<file path="config.mk">
export PLATFORM = sky130hd
export DESIGN_NAME = addressable_led_slot_encoder_top
export DESIGN_NICKNAME = d
export VERILOG_FILES = /design/src/design/alse_pkg.sv /design/src/design/alse_dp.sv /design/src/design/alse_ctrl.sv /design/src/design/addressable_led_slot_encoder_top.sv
export SDC_FILE = /design/constraint.sdc
export NUM_CORES = 1
export LEC_CHECK = 0
export BUFFER_PORTS_ARGS = -buffer_cell sky130_fd_sc_hd__buf_2
export CAP_MARGIN = 20
export CELL_PAD_IN_SITES_DETAIL_PLACEMENT = 0
export CELL_PAD_IN_SITES_GLOBAL_PLACEMENT = 2
export CORE_MARGIN = 2
export CORE_UTILIZATION = 44
export CTS_BUF_LIST = sky130_fd_sc_hd__clkbuf_8
export CTS_CLUSTER_DIAMETER = 60
export CTS_CLUSTER_SIZE = 30
export DETAILED_ROUTE_END_ITERATION = 10
export HOLD_SLACK_MARGIN = 0.06
export PLACE_DENSITY = 0.94
export SETUP_SLACK_MARGIN = 0.02
export SLEW_MARGIN = 20
export SYNTH_ARGS = -nofsm -noshare
export SYNTH_HDL_FRONTEND = slang
export SYNTH_SLANG_ARGS = --single-unit
</file>
<file path="constraint.sdc">
create_clock -name clk -period 11.4 [get_ports clk]
set_input_delay 1.71 -clock clk [delete_from_list [all_inputs] [get_ports clk]]
set_output_delay 1.71 -clock clk [all_outputs]
set_load 0.03 [all_outputs]
</file>
<file path="src/design/alse_pkg.sv">
// Shared types and constants for the addressable LED slot encoder.
package alse_pkg;

	// Slot codes driven onto the PWM compare output.
	localparam logic [5:0] DUTY_ONE   = 6'd36;
	localparam logic [5:0] DUTY_ZERO  = 6'd20;
	localparam logic [5:0] DUTY_LATCH = 6'd0;

	// Brightness register reset value (full scale).
	localparam logic [7:0] BRIGHT_RESET = 8'd255;

	// Default number of zero slots in a latch run, and the longest run allowed.
	localparam int LATCH_SLOTS_DEFAULT = 40;
	localparam int MAX_RUN             = 64;

	// Slot counts for the two pixel kinds, minus one as loaded into the counter.
	localparam logic [5:0] RGB_LAST_IDX  = 6'd23;
	localparam logic [5:0] RGBW_LAST_IDX = 6'd31;

	// Register address of brightness_limit.
	localparam logic [0:0] ADDR_BRIGHT = 1'b0;

	typedef enum logic [1:0] {
		ST_IDLE,
		ST_NORM,
		ST_EMIT
	} alse_state_t;

	// Commands from the controller to the datapath.
	typedef struct packed {
		logic load;   // capture pixel bytes and form the brightness products
		logic norm;   // divide the products by full scale into the bit shifter
		logic emit;   // write one slot into the output register
		logic last;   // the emitted slot closes the run
		logic latch;  // the current run is a latch run
	} alse_cmd_t;

	// Status from the datapath to the controller.
	typedef struct packed {
		logic out_free;  // output register can take a slot this cycle
	} alse_sts_t;

endpackage

</file>
<file path="src/design/alse_dp.sv">
// Datapath: brightness scaling, bit shifter and output register of the slot encoder.
module alse_dp (
	input  logic                 clk,
	input  logic                 arst_n,
	input  alse_pkg::alse_cmd_t  cmd,
	output alse_pkg::alse_sts_t  sts,
	input  logic [31:0]          pixel_data,
	input  logic [7:0]           brightness_limit,
	output logic                 out_valid,
	input  logic                 out_ready,
	output logic [5:0]           out_duty,
	output logic                 out_last
);

	// Exact floor(x / 255) for any x up to 255 * 255, the largest product of two bytes.
	function automatic logic [7:0] div255(input logic [15:0] x);
		logic [16:0] t;
		begin
			t = {1'b0, x} + {9'd0, x[15:8]} + 17'd1;
			div255 = t[15:8];
		end
	endfunction

	logic [15:0] prod_q [4];
	logic [31:0] shift_q;
	logic        out_valid_q;
	logic [5:0]  out_duty_q;
	logic        out_last_q;

	// Products are formed at load; pixel bytes arrive as red, green, blue, white.
	// The shifter holds green, red, blue, white from the top bit down.
	always_ff @(posedge clk) begin
		if (cmd.load) begin
			prod_q[0] <= 16'(pixel_data[15:8])  * 16'(brightness_limit);
			prod_q[1] <= 16'(pixel_data[7:0])   * 16'(brightness_limit);
			prod_q[2] <= 16'(pixel_data[23:16]) * 16'(brightness_limit);
			prod_q[3] <= 16'(pixel_data[31:24]) * 16'(brightness_limit);
		end
		if (cmd.norm) begin
			shift_q <= {div255(prod_q[0]), div255(prod_q[1]),
				div255(prod_q[2]), div255(prod_q[3])};
		end else if (cmd.emit) begin
			shift_q <= {shift_q[30:0], 1'b0};
		end
		if (cmd.emit) begin
			if (cmd.latch) begin
				out_duty_q <= alse_pkg::DUTY_LATCH;
			end else if (shift_q[31]) begin
				out_duty_q <= alse_pkg::DUTY_ONE;
			end else begin
				out_duty_q <= alse_pkg::DUTY_ZERO;
			end
			out_last_q <= cmd.last;
		end
	end

	always_ff @(posedge clk or negedge arst_n) begin
		if (!arst_n) begin
			out_valid_q <= 1'b0;
		end else if (cmd.emit) begin
			out_valid_q <= 1'b1;
		end else if (out_ready) begin
			out_valid_q <= 1'b0;
		end
	end

	assign sts.out_free = !out_valid_q || out_ready;
	assign out_valid    = out_valid_q;
	assign out_duty     = out_duty_q;
	assign out_last     = out_last_q;

endmodule

</file>
<file path="src/design/alse_ctrl.sv">
// Controller: sequences load, normalize (pixel items only) and slot emission for each item.
module alse_ctrl #(
	parameter int LATCH_SLOTS = alse_pkg::LATCH_SLOTS_DEFAULT
) (
	input  logic                 clk,
	input  logic                 arst_n,
	input  logic                 in_valid,
	output logic                 in_ready,
	input  logic                 action,
	input  logic                 has_white,
	input  alse_pkg::alse_sts_t  sts,
	output alse_pkg::alse_cmd_t  cmd
);

	// Latch run length held to the range one to MAX_RUN.
	localparam int LATCH_RUN = (LATCH_SLOTS > alse_pkg::MAX_RUN) ? alse_pkg::MAX_RUN :
		((LATCH_SLOTS < 1) ? 1 : LATCH_SLOTS);
	localparam logic [5:0] LATCH_LAST_IDX = 6'(LATCH_RUN - 1);

	alse_pkg::alse_state_t state_q, state_d;
	logic [5:0] cnt_q, cnt_d;
	logic       latch_q, latch_d;

	always_ff @(posedge clk or negedge arst_n) begin
		if (!arst_n) begin
			state_q <= alse_pkg::ST_IDLE;
			cnt_q   <= 6'd0;
			latch_q <= 1'b0;
		end else begin
			state_q <= state_d;
			cnt_q   <= cnt_d;
			latch_q <= latch_d;
		end
	end

	always_comb begin
		state_d   = state_q;
		cnt_d     = cnt_q;
		latch_d   = latch_q;
		in_ready  = 1'b0;
		cmd       = '0;
		cmd.latch = latch_q;
		case (state_q)
			alse_pkg::ST_IDLE: begin
				in_ready = 1'b1;
				if (in_valid) begin
					cmd.load = 1'b1;
					latch_d  = action;
					if (action) begin
						cnt_d   = LATCH_LAST_IDX;
						state_d = alse_pkg::ST_EMIT;
					end else begin
						cnt_d   = has_white ? alse_pkg::RGBW_LAST_IDX :
							alse_pkg::RGB_LAST_IDX;
						state_d = alse_pkg::ST_NORM;
					end
				end
			end
			alse_pkg::ST_NORM: begin
				cmd.norm = 1'b1;
				state_d  = alse_pkg::ST_EMIT;
			end
			alse_pkg::ST_EMIT: begin
				if (sts.out_free) begin
					cmd.emit = 1'b1;
					cmd.last = (cnt_q == 6'd0);
					if (cnt_q == 6'd0) begin
						state_d = alse_pkg::ST_IDLE;
					end else begin
						cnt_d = cnt_q - 6'd1;
					end
				end
			end
			default: begin
				state_d = alse_pkg::ST_IDLE;
			end
		endcase
	end

endmodule

</file>
<file path="src/design/addressable_led_slot_encoder_top.sv">
// Top level of the addressable LED slot encoder: stream and register ports, control and datapath.
// An RGB pixel passes from acceptance through a load step, a divide step and 24 slots, an RGBW
// pixel through load, divide and 32 slots, and a latch item through load and LATCH_RUN slots.
// Slots leave one per cycle while the output side is ready; a stalled output holds them back.
// The next item is accepted only at the edge after the one that registers the last slot, so no
// new item is taken while the current one still has slots to emit.
// Reset is asynchronous and active low: it returns the controller to idle, empties the output
// register and sets brightness_limit to full scale (255).
module addressable_led_slot_encoder_top #(
	parameter int LATCH_SLOTS = alse_pkg::LATCH_SLOTS_DEFAULT
) (
	input  logic        clk,
	input  logic        arst_n,
	// Input item stream.
	input  logic        s_axis_tvalid,
	output logic        s_axis_tready,
	input  logic [31:0] s_axis_tdata,   // red[7:0], green[15:8], blue[23:16], white[31:24]
	input  logic [1:0]  s_axis_tuser,   // action[0], has_white[1]
	// Result item stream.
	output logic        m_axis_tvalid,
	input  logic        m_axis_tready,
	output logic [7:0]  m_axis_tdata,   // duty[5:0], zero fill[7:6]
	output logic        m_axis_tlast,
	// Register port.
	input  logic        psel,
	input  logic        penable,
	input  logic        pwrite,
	input  logic [0:0]  paddr,
	input  logic [31:0] pwdata,
	output logic [31:0] prdata,
	output logic        pready
);

	alse_pkg::alse_cmd_t cmd;
	alse_pkg::alse_sts_t sts;

	logic [7:0] bright_q;
	logic [5:0] duty;

	// The brightness register is written at the access phase of an APB write.
	always_ff @(posedge clk or negedge arst_n) begin
		if (!arst_n) begin
			bright_q <= alse_pkg::BRIGHT_RESET;
		end else if (psel && penable && pwrite && pready && (paddr == alse_pkg::ADDR_BRIGHT)) begin
			bright_q <= pwdata[7:0];
		end
	end

	assign pready = 1'b1;
	assign prdata = (paddr == alse_pkg::ADDR_BRIGHT) ? {24'd0, bright_q} : 32'd0;

	// The controller decides when to load, normalize and emit; the datapath does the work.
	alse_ctrl #(
		.LATCH_SLOTS (LATCH_SLOTS)
	) u_ctrl (
		.clk       (clk),
		.arst_n    (arst_n),
		.in_valid  (s_axis_tvalid),
		.in_ready  (s_axis_tready),
		.action    (s_axis_tuser[0]),
		.has_white (s_axis_tuser[1]),
		.sts       (sts),
		.cmd       (cmd)
	);

	alse_dp u_dp (
		.clk              (clk),
		.arst_n           (arst_n),
		.cmd              (cmd),
		.sts              (sts),
		.pixel_data       (s_axis_tdata),
		.brightness_limit (bright_q),
		.out_valid        (m_axis_tvalid),
		.out_ready        (m_axis_tready),
		.out_duty         (duty),
		.out_last         (m_axis_tlast)
	);

	assign m_axis_tdata = {2'b00, duty};

endmodule
</file>
; ---- After elaboration in Yosys (flattened, before gate mapping)
; Memory sizes are Yosys's and may differ from the RTL's.
; Index checks and enable logic that the tools add are counted.
[classes]
n_eq_ne = 6
n_addsub = 9
n_bitwise = 1
mul = 4
mux = 25
reduce_logical = 14
[op_table]
columns = cell, n
row1 = $add 16x1->16 const B, 4
row2 = $add 16x8->16, 4
row3 = $mul 8x8->16, 4
row4 = $mux 32, 2
row5 = $mux 6, 5
row6 = $mux 2, 6
row7 = $pmux 6 s2, 1
row8 = $mux 1, 8
row9 = $mux 8, 1
row10 = $logic_not 6->1, 1
row11 = $ne 2x2->1 const B, 3
row12 = $pmux 2 s3, 1
row13 = $reduce_bool 2->1, 3
row14 = $sub 6x1->6 const B, 1
row15 = $mux 4, 1
row16 = $reduce_and 2->1, 2
row17 = $reduce_and 4->1, 1
row18 = $logic_and 1x1->1, 3
row19 = $reduce_and 3->1, 1
row20 = $eq 2x1->1 const B, 1
row21 = $eq 2x2->1 const B, 1
row22 = $logic_not 2->1, 1
row23 = $ne 2x1->1 const B, 1
row24 = $logic_not 1->1, 1
row25 = other kinds (2), 2
[word_totals]
elab_cells = 68
mem_count = 1
inputBits = 74
ramBits = 64
register_bits = 57
out_inout_bits = 44
[memory_table]
columns = memory, depth, width, rd, rd_ports_with_merged_regs, wr, line
row1 = u_dp.prod_q, 4, 16, 4, 0, 4, alse_dp.sv:24  ; logic [15:0] prod_q [4];

; ---- Depth between registers and ports, before layout
; Gate-level depths: netlist of run 1.
[depth]
word_depth = 6
mapped_depth = 17
depth_no_buf = 16

; ---- Cells and area by module
; Synthesis of run 1 repeated with hierarchy kept, for this count alone.
[unflattened]
cells_unflattened = 1452
hier_area_um2 = 14157.3
[by_module_without_submodules]
columns = module, area_per_inst_um2, seq_area_each_um2, cells_each, instances
row1 = alse_dp, 13013.7, 3027.9, 1337, 1
row2 = addressable_led_slot_encoder_top, 604.3, 210.2, 54, 1
row3 = alse_ctrl, 539.3, 225.2, 61, 1

; ---- Worst setup path after synthesis of run 1
; Ideal clock, no wire load.
[synth_path]
kind = input to register
start = input port s_axis_tdata[21]
end = memory u_dp.prod_q[2][14], data pin
t_required_ps = 11141
stages = 15
slack_ps = 5880
t_arrival_ps = 5261
path_cell_list = nand2_1 fa_1 fa_1 inv_1 fa_1 inv_1 fa_1 inv_1 ha_1 o21ai_0 nand2b_1 a31oi_1 nor2_1 a221o_1 xor2_1
[synth_lines]
columns = item, line
row1 = from (decl), addressable_led_slot_encoder_top.sv:17  ; input logic [31:0] s_axis_tdata,
row2 = to (decl), alse_dp.sv:24

==> results of run 1 <==
-- power by group --
part           switching [mW]  leakage, nW  internal, mW  total, mW
clock                   0.166        0.195         0.187      0.353
sequential              0.141         1.13         0.801      0.943
combinational            1.58         5.85          1.29       2.87
-- layout by cell type (no fill, tap or decap), types with 8 or more instances in the layout --
master	n
a21o_1	11
a21oi_1	35
and2_1	197
buf_2	63
clkbuf_8	17
conb_1	30
dfrtp_1	10
dfstp_2	8
edfxtp_1	100
fa_1	144
ha_1	174
inv_1	213
mux2_2	9
nand2_1	126
nand3_1	20
nor2_1	48
nor2b_1	22
nor3_1	23
o21ai_0	52
o21bai_1	9
xnor2_1	54
xor2_1	15
-- state kept, by name (all words and copies together) (netlist names) --
register,cells
bright_q,8
u_ctrl.state_q,2
u_ctrl.latch_q,1
u_dp.out_duty,3
u_dp.prod_q,64
u_dp.shift_q,32
u_ctrl.cnt_q,6
u_dp.out_valid,1
u_dp.out_last,1
-- final cells by class --
cell class | count | area [sq um] | area share
repair buffers | 67 | 345 | 0.0228
inverters | 211 | 792 | 0.0524
flip-flops and latches | 118 | 3460 | 0.229
multi-input cells | 1075 | 9660 | 0.639
clock inverters | 15 | 121 | 0.00803
well taps | 402 | 503 | 0.0333
clock buffers | 17 | 234 | 0.0155
-- worst min-delay path by stage --
stage | depth (start not counted) | slack (ns) | end
final | 1 | 0.52 | u_ctrl.cnt_q[5]
after global routing | 1 | 0.55 | u_ctrl.cnt_q[5]
after CTS | 1 | 0.52 | u_ctrl.cnt_q[5]
after detailed placement | 1 | 0.50 | u_ctrl.cnt_q[5]
after global placement | 1 | 0.48 | u_ctrl.cnt_q[5]
after floorplan | 2 | 0.47 | u_ctrl.cnt_q[4]
-- cell families after synthesis --
family                     count (synthesis)  synth area share
buffers and inverters                    275            0.0809
muxes                                     12           0.00928
xor gates and xnor gates                  69            0.0427
DFF                                      118             0.245
and+or+nand+nor                          473             0.177
adders and majority gates                318             0.357
other                                      2          0.000530
AOI/OAI and AO/OA                        173            0.0874
-- per-stage QoR --
stage	instances	area, sq um	util	total power [mW]	worst slack (ns)
floorplan	1468	14300	-	3.28	5.88
global placement	1873	14800	0.467	3.79	5.46
detailed placement	1873	14800	0.467	3.84	5.40
CTS	1905	15100	0.478	4.22	5.89
global route	1905	15100	0.478	4.70	5.65
finish	1905	15100	0.478	4.16	5.91
-- layer usage --
layer | wire length (um) | global-route usage | vias up
met5 | 0 | 0 | -
met4 | 214 | 0.0419 | 0
met3 | 956 | 0.0320 | 20
met2 | 13600 | 0.296 | 137
met1 | 12600 | 0.225 | 4763
li1 | - | - | 4757
==> flow_metrics.py, run 1 <==
metrics = {
    "status": {
        "status": "completed",
    },
    "min_path": {
        "hold_path_class": "flip-flop to flip-flop",
        "worstHoldStart": "u_ctrl.cnt_q[5]",
    },
    "logic_synthesis": {
        "yosysMostFrequentCell": "inv_1",
        "synth.distinct_cells": 66,
        "ys_warn_count": 0,
        "synth_edf_count": 100,
        "yosysTopAreaCellShare": 0.212,
        "synth.top_cells.by_area": "edfxtp_1, fa_1, ha_1, and2_1, inv_1",
        "synth_seq_cells": 118,
        "synth_area_per_cell_sq_um": 9.83,
        "synth_top_flop_cell": "edfxtp_1",
        "postSynthCellCount": 1440,
        "yosys-top-cells-count": "inv_1, and2_1, ha_1",
        "netlist_area_sq_um": 14200,
        "async_flop_share": 0.153,
        "yosys.area.top_type": "edfxtp_1",
        "ys_seq_area_frac": 0.245,
    },
    "critical_path": {
        "cpMaxStageDelayCell": "fa_1",
        "reg2reg_from": "bright_q[2]",
        "crit_buf_inv": 4,
        "reg2reg_slack_ns": 6.21,
        "reg2reg_to": "u_dp.prod_q[2][14]",
        "startpoint_type": "input pin",
        "crit_type": "input pin to flip-flop",
        "required_ns": 11.60,
        "crit_path_end_kind": "flip-flop",
        "rr_worst_depth": 16,
        "cp_data_arrival_time_ns": 5.69,
        "critPathMaxStageDelay_ns": 0.55,
        "cp.depth": 16,
        "endpoint": "u_dp.prod_q[2][14]",
        "startpoint": "s_axis_tdata[21]",
        "path_cells": "buf_2 -> nand2_1 -> fa_1 -> fa_1 -> inv_1 -> fa_1 -> inv_1 -> fa_1 -> inv_1 -> ha_1 -> o21ai_0 -> nand2b_1 -> a31oi_1 -> nor2_1 -> a221o_1 -> xor2_1",
        "critPathTopFamily": "adder cells",
        "cp_common_cell": "fa_1",
        "cp_max_fo": 8,
    },
    "clock_network": {
        "clk_pin_slew_worst_paths_ns": 0.07,
        "clock_sinks": 118,
        "post_cts_buffers": 0,
        "clockBufferDepth": 2,
        "htree_levels": 4,
        "clk-insertion-delay-late_ns": 0.45,
        "cts_hold_buffers": 0,
        "cts_root_buf": "clkbuf_8",
        "cts_tree": "built",
        "cts_buffers": 17,
        "cts_resized": 0,
    },
    "timing": {
        "slew_viol_final": 0,
        "hold_ws_ns": 0.521,
        "finalCritPeriodShare": 0.482,
        "setup_viol": 0,
        "slew_headroom": 0.416,
        "rsz0062_at_grt": "false",
        "skew_ns": 0.0131,
        "tns_ns": 0,
        "timing.fmax_ghz": 0.182,
        "min_period_ns": 5.49,
        "worst_pin_slew_ns": 0.876,
        "hold_viol": 0,
    },
    "finish": {
        "fin_nets": 1882,
        "fillCellCount": 2964,
        "area_growth_pct": 6.77,
        "antenna_cells": 0,
        "drive_gt1_frac": 0.0892,
    },
    "routing": {
        "finalWirelength_um": 27300,
        "wire_per_inst_um": 14.4,
        "drc": 0,
        "detail-route-antenna-nets": 0,
        "via_count": 9677,
        "drt_iter0_markers": 381,
        "vias_per_cell": 5.08,
        "firstDrtPassIters": 4,
    },
    "global_route": {
        "grtUsageTotal": 0.172,
        "overflow": 0,
        "grt_max_degree": 69,
        "grt_pass1_wl_um": 46800,
        "grt_pass1_vias": 9811,
        "antenna_found_initial": 0,
    },
    "placed_design": {
        "portBuffers": 63,
        "place.gp.congestion": 0.789,
        "dp_hpwl_um": 20600,
    },
    "floorplan": {
        "initial_core_util": 0.448,
        "die_h_um": 183,
        "dieArea_sq_um": 33600,
        "core_sq_um": 31600,
        "rows": 65,
        "io_pins": 118,
        "die_w_um": 183,
    },
    "job": {
        "maxCapViolCount": 0,
    },
    "power_and_ir_drop": {
        "power_density_nw_per_um2": 275,
        "peakVddDrop_mv": 0.126,
        "p_leak_nw": 7.18,
    },
}
No activity file was read; power rests on OpenSTA's default activity.
==> run 2: changes to the inputs <==
CORE_UTILIZATION = 41   (was 44)
PLACE_DENSITY = 0.89   (was 0.94)
clock period = 5.26 ns   (was 11.4 ns; I/O delays follow)
==> run 2 against run 1 <==
Setup slack got worse by 5.6 ns; final area rose by 1.7%; highest routed layer unchanged; sequential share of layout area fell by 0.39 points; wire length rose by 5.5%.
==> flow_metrics.py, run 2 (same netlist as run 1, synthesis figures left out) <==
metrics = {
    "min_path": {
        "hold_path_class": "input pin to async pin",
    },
    "clock_network": {
        "cts_hold_buffers": 0,
        "cts_buffers": 17,
        "cts_root_buf": "clkbuf_8",
        "clk_pin_slew_worst_paths_ns": 0.07,
        "htree_levels": 4,
        "clockBufferDepth": 2,
        "clk-insertion-delay-late_ns": 0.46,
        "post_cts_buffers": 0,
        "cts_resized": 0,
        "clock_sinks": 118,
        "cts_tree": "built",
    },
    "global_route": {
        "grt_pass1_vias": 9714,
        "antenna_found_initial": 0,
        "grt_pass1_wl_um": 48200,
        "grtUsageTotal": 0.168,
        "overflow": 0,
        "grt_max_degree": 69,
    },
    "critical_path": {
        "reg2reg_to": "u_dp.prod_q[2][14]",
        "crit_path_end_kind": "flip-flop",
        "reg2reg_slack_ns": 0.34,
        "cp_data_arrival_time_ns": 5.13,
        "rr_worst_depth": 15,
        "crit_type": "flip-flop to flip-flop",
        "startpoint_type": "flip-flop",
        "required_ns": 5.47,
        "reg2reg_from": "bright_q[4]",
        "cp_max_fo": 16,
    },
    "timing": {
        "min_period_ns": 4.92,
        "rsz0062_at_grt": "false",
        "finalCritPeriodShare": 0.935,
        "skew_ns": 0.0189,
        "timing.fmax_ghz": 0.203,
        "worst_pin_slew_ns": 0.881,
        "setup_viol": 0,
        "slew_headroom": 0.412,
        "slew_viol_final": 0,
        "hold_viol": 0,
        "tns_ns": 0,
    },
    "floorplan": {
        "dieArea_sq_um": 36000,
        "rows": 68,
        "io_pins": 118,
        "core_sq_um": 34300,
        "die_w_um": 190,
        "die_h_um": 190,
        "initial_core_util": 0.413,
    },
    "finish": {
        "layout_common_cells": "inv_1, and2_1, ha_1",
        "regMostFlops": "u_dp.prod_q",
        "drive_gt1_frac": 0.101,
        "fillCellCount": 3319,
        "final_cells": 1976,
        "regArea_sq_um": 3460,
        "largest_register_ffs": 64,
        "final_common_cell": "inv_1",
        "reg.largest.list": "u_dp.prod_q: 64 flops, u_dp.shift_q: 32 flops, bright_q: 8 flops",
        "area_growth_pct": 8.61,
        "fin_nets": 1901,
        "multi_input_area_sq_um": 9670,
    },
    "power_and_ir_drop": {
        "power_density_nw_per_um2": 601,
        "peakVddDrop_mv": 0.271,
        "p_leak_nw": 7.29,
    },
    "routing": {
        "drc": 0,
        "finalWirelength_um": 28800,
        "wire_per_inst_um": 14.6,
        "highest_layer": "met4",
        "wl_met2_um": 13700,
        "wl_met1_um": 13700,
        "wl_met3_um": 1090,
        "drt_iter0_markers": 330,
        "firstDrtPassIters": 5,
        "detail-route-antenna-nets": 0,
        "via_count": 9705,
        "vias_per_cell": 4.91,
    },
    "placed_design": {
        "portBuffers": 63,
        "place.gp.congestion": 0.822,
        "dp_hpwl_um": 22600,
        "dpl.cell_count": 1945,
    },
    "job": {
        "maxCapViolCount": 0,
    },
    "status": {
        "status": "completed",
    },
}
-- run 2: changes by cell type in the layout (fill, tap and decap cells not counted), sizes merged --
cell | before | now
buf | 67 | 86
clkinv | 11 | 6
bufinv | 2 | 4
clkinvlp | 0 | 1
diode | 0 | 1
-- run 2: power breakdown --
| part | switching [mW] | internal (mW) | leakage, nW |
|---|---|---|---|
| Combinational | 3.54 | 2.84 | 5.95 |
| Clock | 0.368 | 0.501 | 0.209 |
| Sequential | 0.253 | 1.74 | 1.13 |
| Total | 4.16 | 5.08 | 7.29 |
-- run 2: metrics by stage --
stage	cell area (sq um)	hold slack, ns	worst slack, ns	power [mW]	utilization
finish	15400	0.288	0.340	9.24	0.449
detailed placement	15000	0.498	0.166	8.45	0.437
floorplan	14300	0.471	0.630	7.10	-
CTS	15400	0.276	0.310	9.38	0.448
global route	15400	0.300	0.0718	10.3	0.449
global placement	15000	0.487	0.219	8.36	0.437
-- run 2: worst max-delay path by stage --
stage,startpoint,end,slack [ns],depth (start not counted)
finish,bright_q[4],u_dp.prod_q[2][14],0.34,15
global route,bright_q[7],u_dp.prod_q[1][15],0.07,14
CTS,bright_q[4],u_dp.prod_q[2][14],0.31,15
detailed placement,s_axis_tdata[4],u_dp.prod_q[1][15],0.17,15
global placement,s_axis_tdata[4],u_dp.prod_q[1][15],0.22,15
floorplan,bright_q[2],u_dp.prod_q[2][14],0.63,16
-- run 2: area by class of cell --
| type | count | area share |
|---|---|---|
| multi-input combinational | 1075 | 0.628 |
| sequential | 118 | 0.225 |
| inverter | 211 | 0.0515 |
| tap | 455 | 0.0370 |
| timing repair buffer | 86 | 0.0317 |
| clock buffer | 17 | 0.0152 |
| clock inverter | 13 | 0.0108 |
| antenna | 1 | 0.000163 |
-- run 2: critical path: stages (launching register included) --
cell     delay (ns)
dfstp_2        0.80
buf_4          0.27
and2_1         0.17
fa_1           0.45
fa_1           0.52
fa_1           0.50
inv_1          0.05
fa_1           0.47
inv_1          0.04
ha_1           0.23
nor3_1         0.15
o21ai_0        0.13
a31oi_1        0.34
nor2_1         0.09
a221o_1        0.31
xor2_1         0.15
-- run 2: per-layer routing --
layer	vias up	track usage
met2	160	0.280
met4	0	0.0373
met5	-	0
li1	4795	-
met3	17	0.0282
met1	4733	0.228
==> run 3: changes to the inputs <==
CORE_UTILIZATION = 37   (was 41)
PLACE_DENSITY = 0.85   (was 0.89)
clock period = 4.2 ns   (was 5.26 ns; I/O delays follow)
==> run 3 against run 2 <==
The flow now finishes with violations (setup timing); wire length grew 2.5%; via count grew 4.5%; critical path depth is the same; setup slack lost 0.63 ns; clock power grew 4.0%; power grew 59%; sequential power grew 22%; maximum frequency grew 9.5%; clock-buffer cell count is the same; final area grew 12%; global-route usage shrank 1.1 points; highest routed layer unchanged.
==> flow_metrics.py, run 3 (same netlist as run 1, synthesis figures left out) <==
metrics = {
    "status": {
        "status": "finished, violations left",
        "violations": "setup timing",
    },
    "critical_path": {
        "crit_path_end_kind": "flip-flop",
        "cp_max_fo": 6,
        "reg2reg_slack_ns": -0.29,
        "reg2reg_to": "u_dp.prod_q[3][12]",
        "startpoint_type": "flip-flop",
        "startpoint": "bright_q[2]",
        "crit_type": "flip-flop to flip-flop",
        "cp_data_arrival_time_ns": 4.68,
        "reg2reg_from": "bright_q[2]",
        "rr_worst_depth": 15,
        "required_ns": 4.39,
    },
    "routing": {
        "wire_per_inst_um": 13.6,
        "finalWirelength_um": 29600,
        "via_count": 10146,
        "vias_per_cell": 4.66,
        "drt_iter0_markers": 458,
        "drc": 0,
        "detail-route-antenna-nets": 0,
        "firstDrtPassIters": 5,
    },
    "finish": {
        "final_common_cell": "inv_1",
        "layout_common_cells": "inv_1, and2_1, ha_1",
        "antenna_cells": 0,
        "area_growth_pct": 21.3,
        "regMostFlops": "u_dp.prod_q",
        "largest_register_ffs": 64,
        "reg.largest.list": "u_dp.prod_q: 64 flops, u_dp.shift_q: 32 flops, bright_q: 8 flops",
        "drive_gt1_frac": 0.226,
        "postLayoutCoreUtil": 0.456,
        "final_cells": 2177,
        "fin_nets": 2046,
    },
    "global_route": {
        "antenna_found_initial": 0,
        "grt_pass1_wl_um": 50000,
        "grt_pass1_vias": 10373,
        "grtUsageTotal": 0.156,
        "overflow": 0,
        "grt_max_degree": 68,
    },
    "clock_network": {
        "clk_pin_slew_worst_paths_ns": 0.07,
        "clockBufferDepth": 2,
        "cts_buffers": 17,
        "clock_sinks": 118,
        "htree_levels": 4,
        "cts_root_buf": "clkbuf_8",
        "cts_tree": "built",
        "clk-insertion-delay-late_ns": 0.45,
    },
    "timing": {
        "setup_ws_ns": -0.292,
        "timing.fmax_ghz": 0.223,
        "slew_viol_final": 0,
        "worst_pin_slew_ns": 0.971,
        "finalCritPeriodShare": 1.07,
        "hold_ws_ns": 0.158,
        "rsz0062_at_grt": "true",
        "slew_headroom": 0.353,
        "skew_ns": 0.0175,
        "setup_viol": 23,
        "min_period_ns": 4.49,
        "hold_viol": 0,
    },
    "power_and_ir_drop": {
        "power_density_nw_per_um2": 855,
        "p_leak_nw": 8.08,
        "peakVddDrop_mv": 0.459,
    },
    "job": {
        "maxCapViolCount": 0,
    },
    "min_path": {
        "hold_path_class": "input pin to async pin",
    },
    "floorplan": {
        "core_sq_um": 37700,
        "die_h_um": 200,
        "dieArea_sq_um": 39900,
        "rows": 71,
        "io_pins": 118,
        "die_w_um": 200,
        "initial_core_util": 0.376,
    },
    "placed_design": {
        "place.gp.congestion": 0.801,
        "dpl.cell_count": 2128,
        "dp_hpwl_um": 23800,
        "portBuffers": 63,
    },
}
run 3: changes by cell type in the layout (fill, tap and decap cells not counted), moves of 9 or more:
| cell | previous run | this run |
|---|---|---|
| ha_4 | 0 | 16 |
| buf_12 | 0 | 14 |
| inv_2 | 0 | 10 |
| ha_1 | 174 | 157 |
| inv_1 | 213 | 204 |
| buf_6 | 0 | 11 |
| buf_4 | 23 | 139 |
| o21ai_0 | 52 | 42 |
run 3: power breakdown:
part,internal (mW),switching [mW],total (mW)
Combinational,5.90,5.47,11.4
Sequential,2.17,0.246,2.42
Clock,0.445,0.458,0.904
Total,8.52,6.17,14.7
run 3: final cells by class:
type                       instances  area (sq um)
inverter                         211           792
sequential                       118          3470
timing repair buffer             231          1820
clock buffer                      17           234
multi-input combinational       1075         10100
fill                            3674         20500
tap                              511           639
clock inverter                    14          97.6
run 3: how the worst max path moves through the flow:
stage | endpoint | slack, ns
2_1_floorplan | u_dp.prod_q[0][13] | -0.12
3_3_place_gp | u_dp.prod_q[0][15] | -0.41
3_5_place_dp | u_dp.prod_q[2][14] | -0.47
4_1_cts | u_dp.prod_q[2][14] | -0.33
5_1_grt | u_dp.prod_q[2][14] | -0.44
6_report | u_dp.prod_q[3][12] | -0.29
run 3: per-layer routing:
metal  share of wire  track usage  wire length, um
met5               0            0                0
met4          0.0076       0.0288              226
met3           0.025       0.0223              740
met2            0.48        0.262            14200
met1            0.49        0.216            14300
run 3: stage by stage:
stage                     instance area (sq um)  TNS [ns]  total power [mW]  setup slack [ns]
after floorplan                           14400    -0.469              9.31            -0.119
after global placement                    16300     -6.66              12.3            -0.412
after detailed placement                  16300     -7.56              12.5            -0.472
after CTS                                 16900     -4.14              14.2            -0.332
after global routing                      17200     -7.19              16.3            -0.436
final                                     17200     -3.97              14.7            -0.292
run 3: critical path, stage by stage, from the launching register on:
cell,delay [ns]
dfstp_4,0.55
buf_8,0.17
buf_12,0.12
and2_4,0.13
fa_1,0.54
inv_2,0.04
fa_1,0.55
fa_1,0.43
fa_1,0.51
inv_2,0.04
ha_4,0.15
or3_1,0.35
o211ai_1,0.29
o21bai_1,0.14
a21oi_2,0.14
xnor2_1,0.08
run 3: what timing repair did:
item                                    CTS  global route
resized for setup                        59            38
pin swaps                                51            41
setup buffers                            11             8
hold buffers                              0             0
endpoints found under the setup margin   26            27
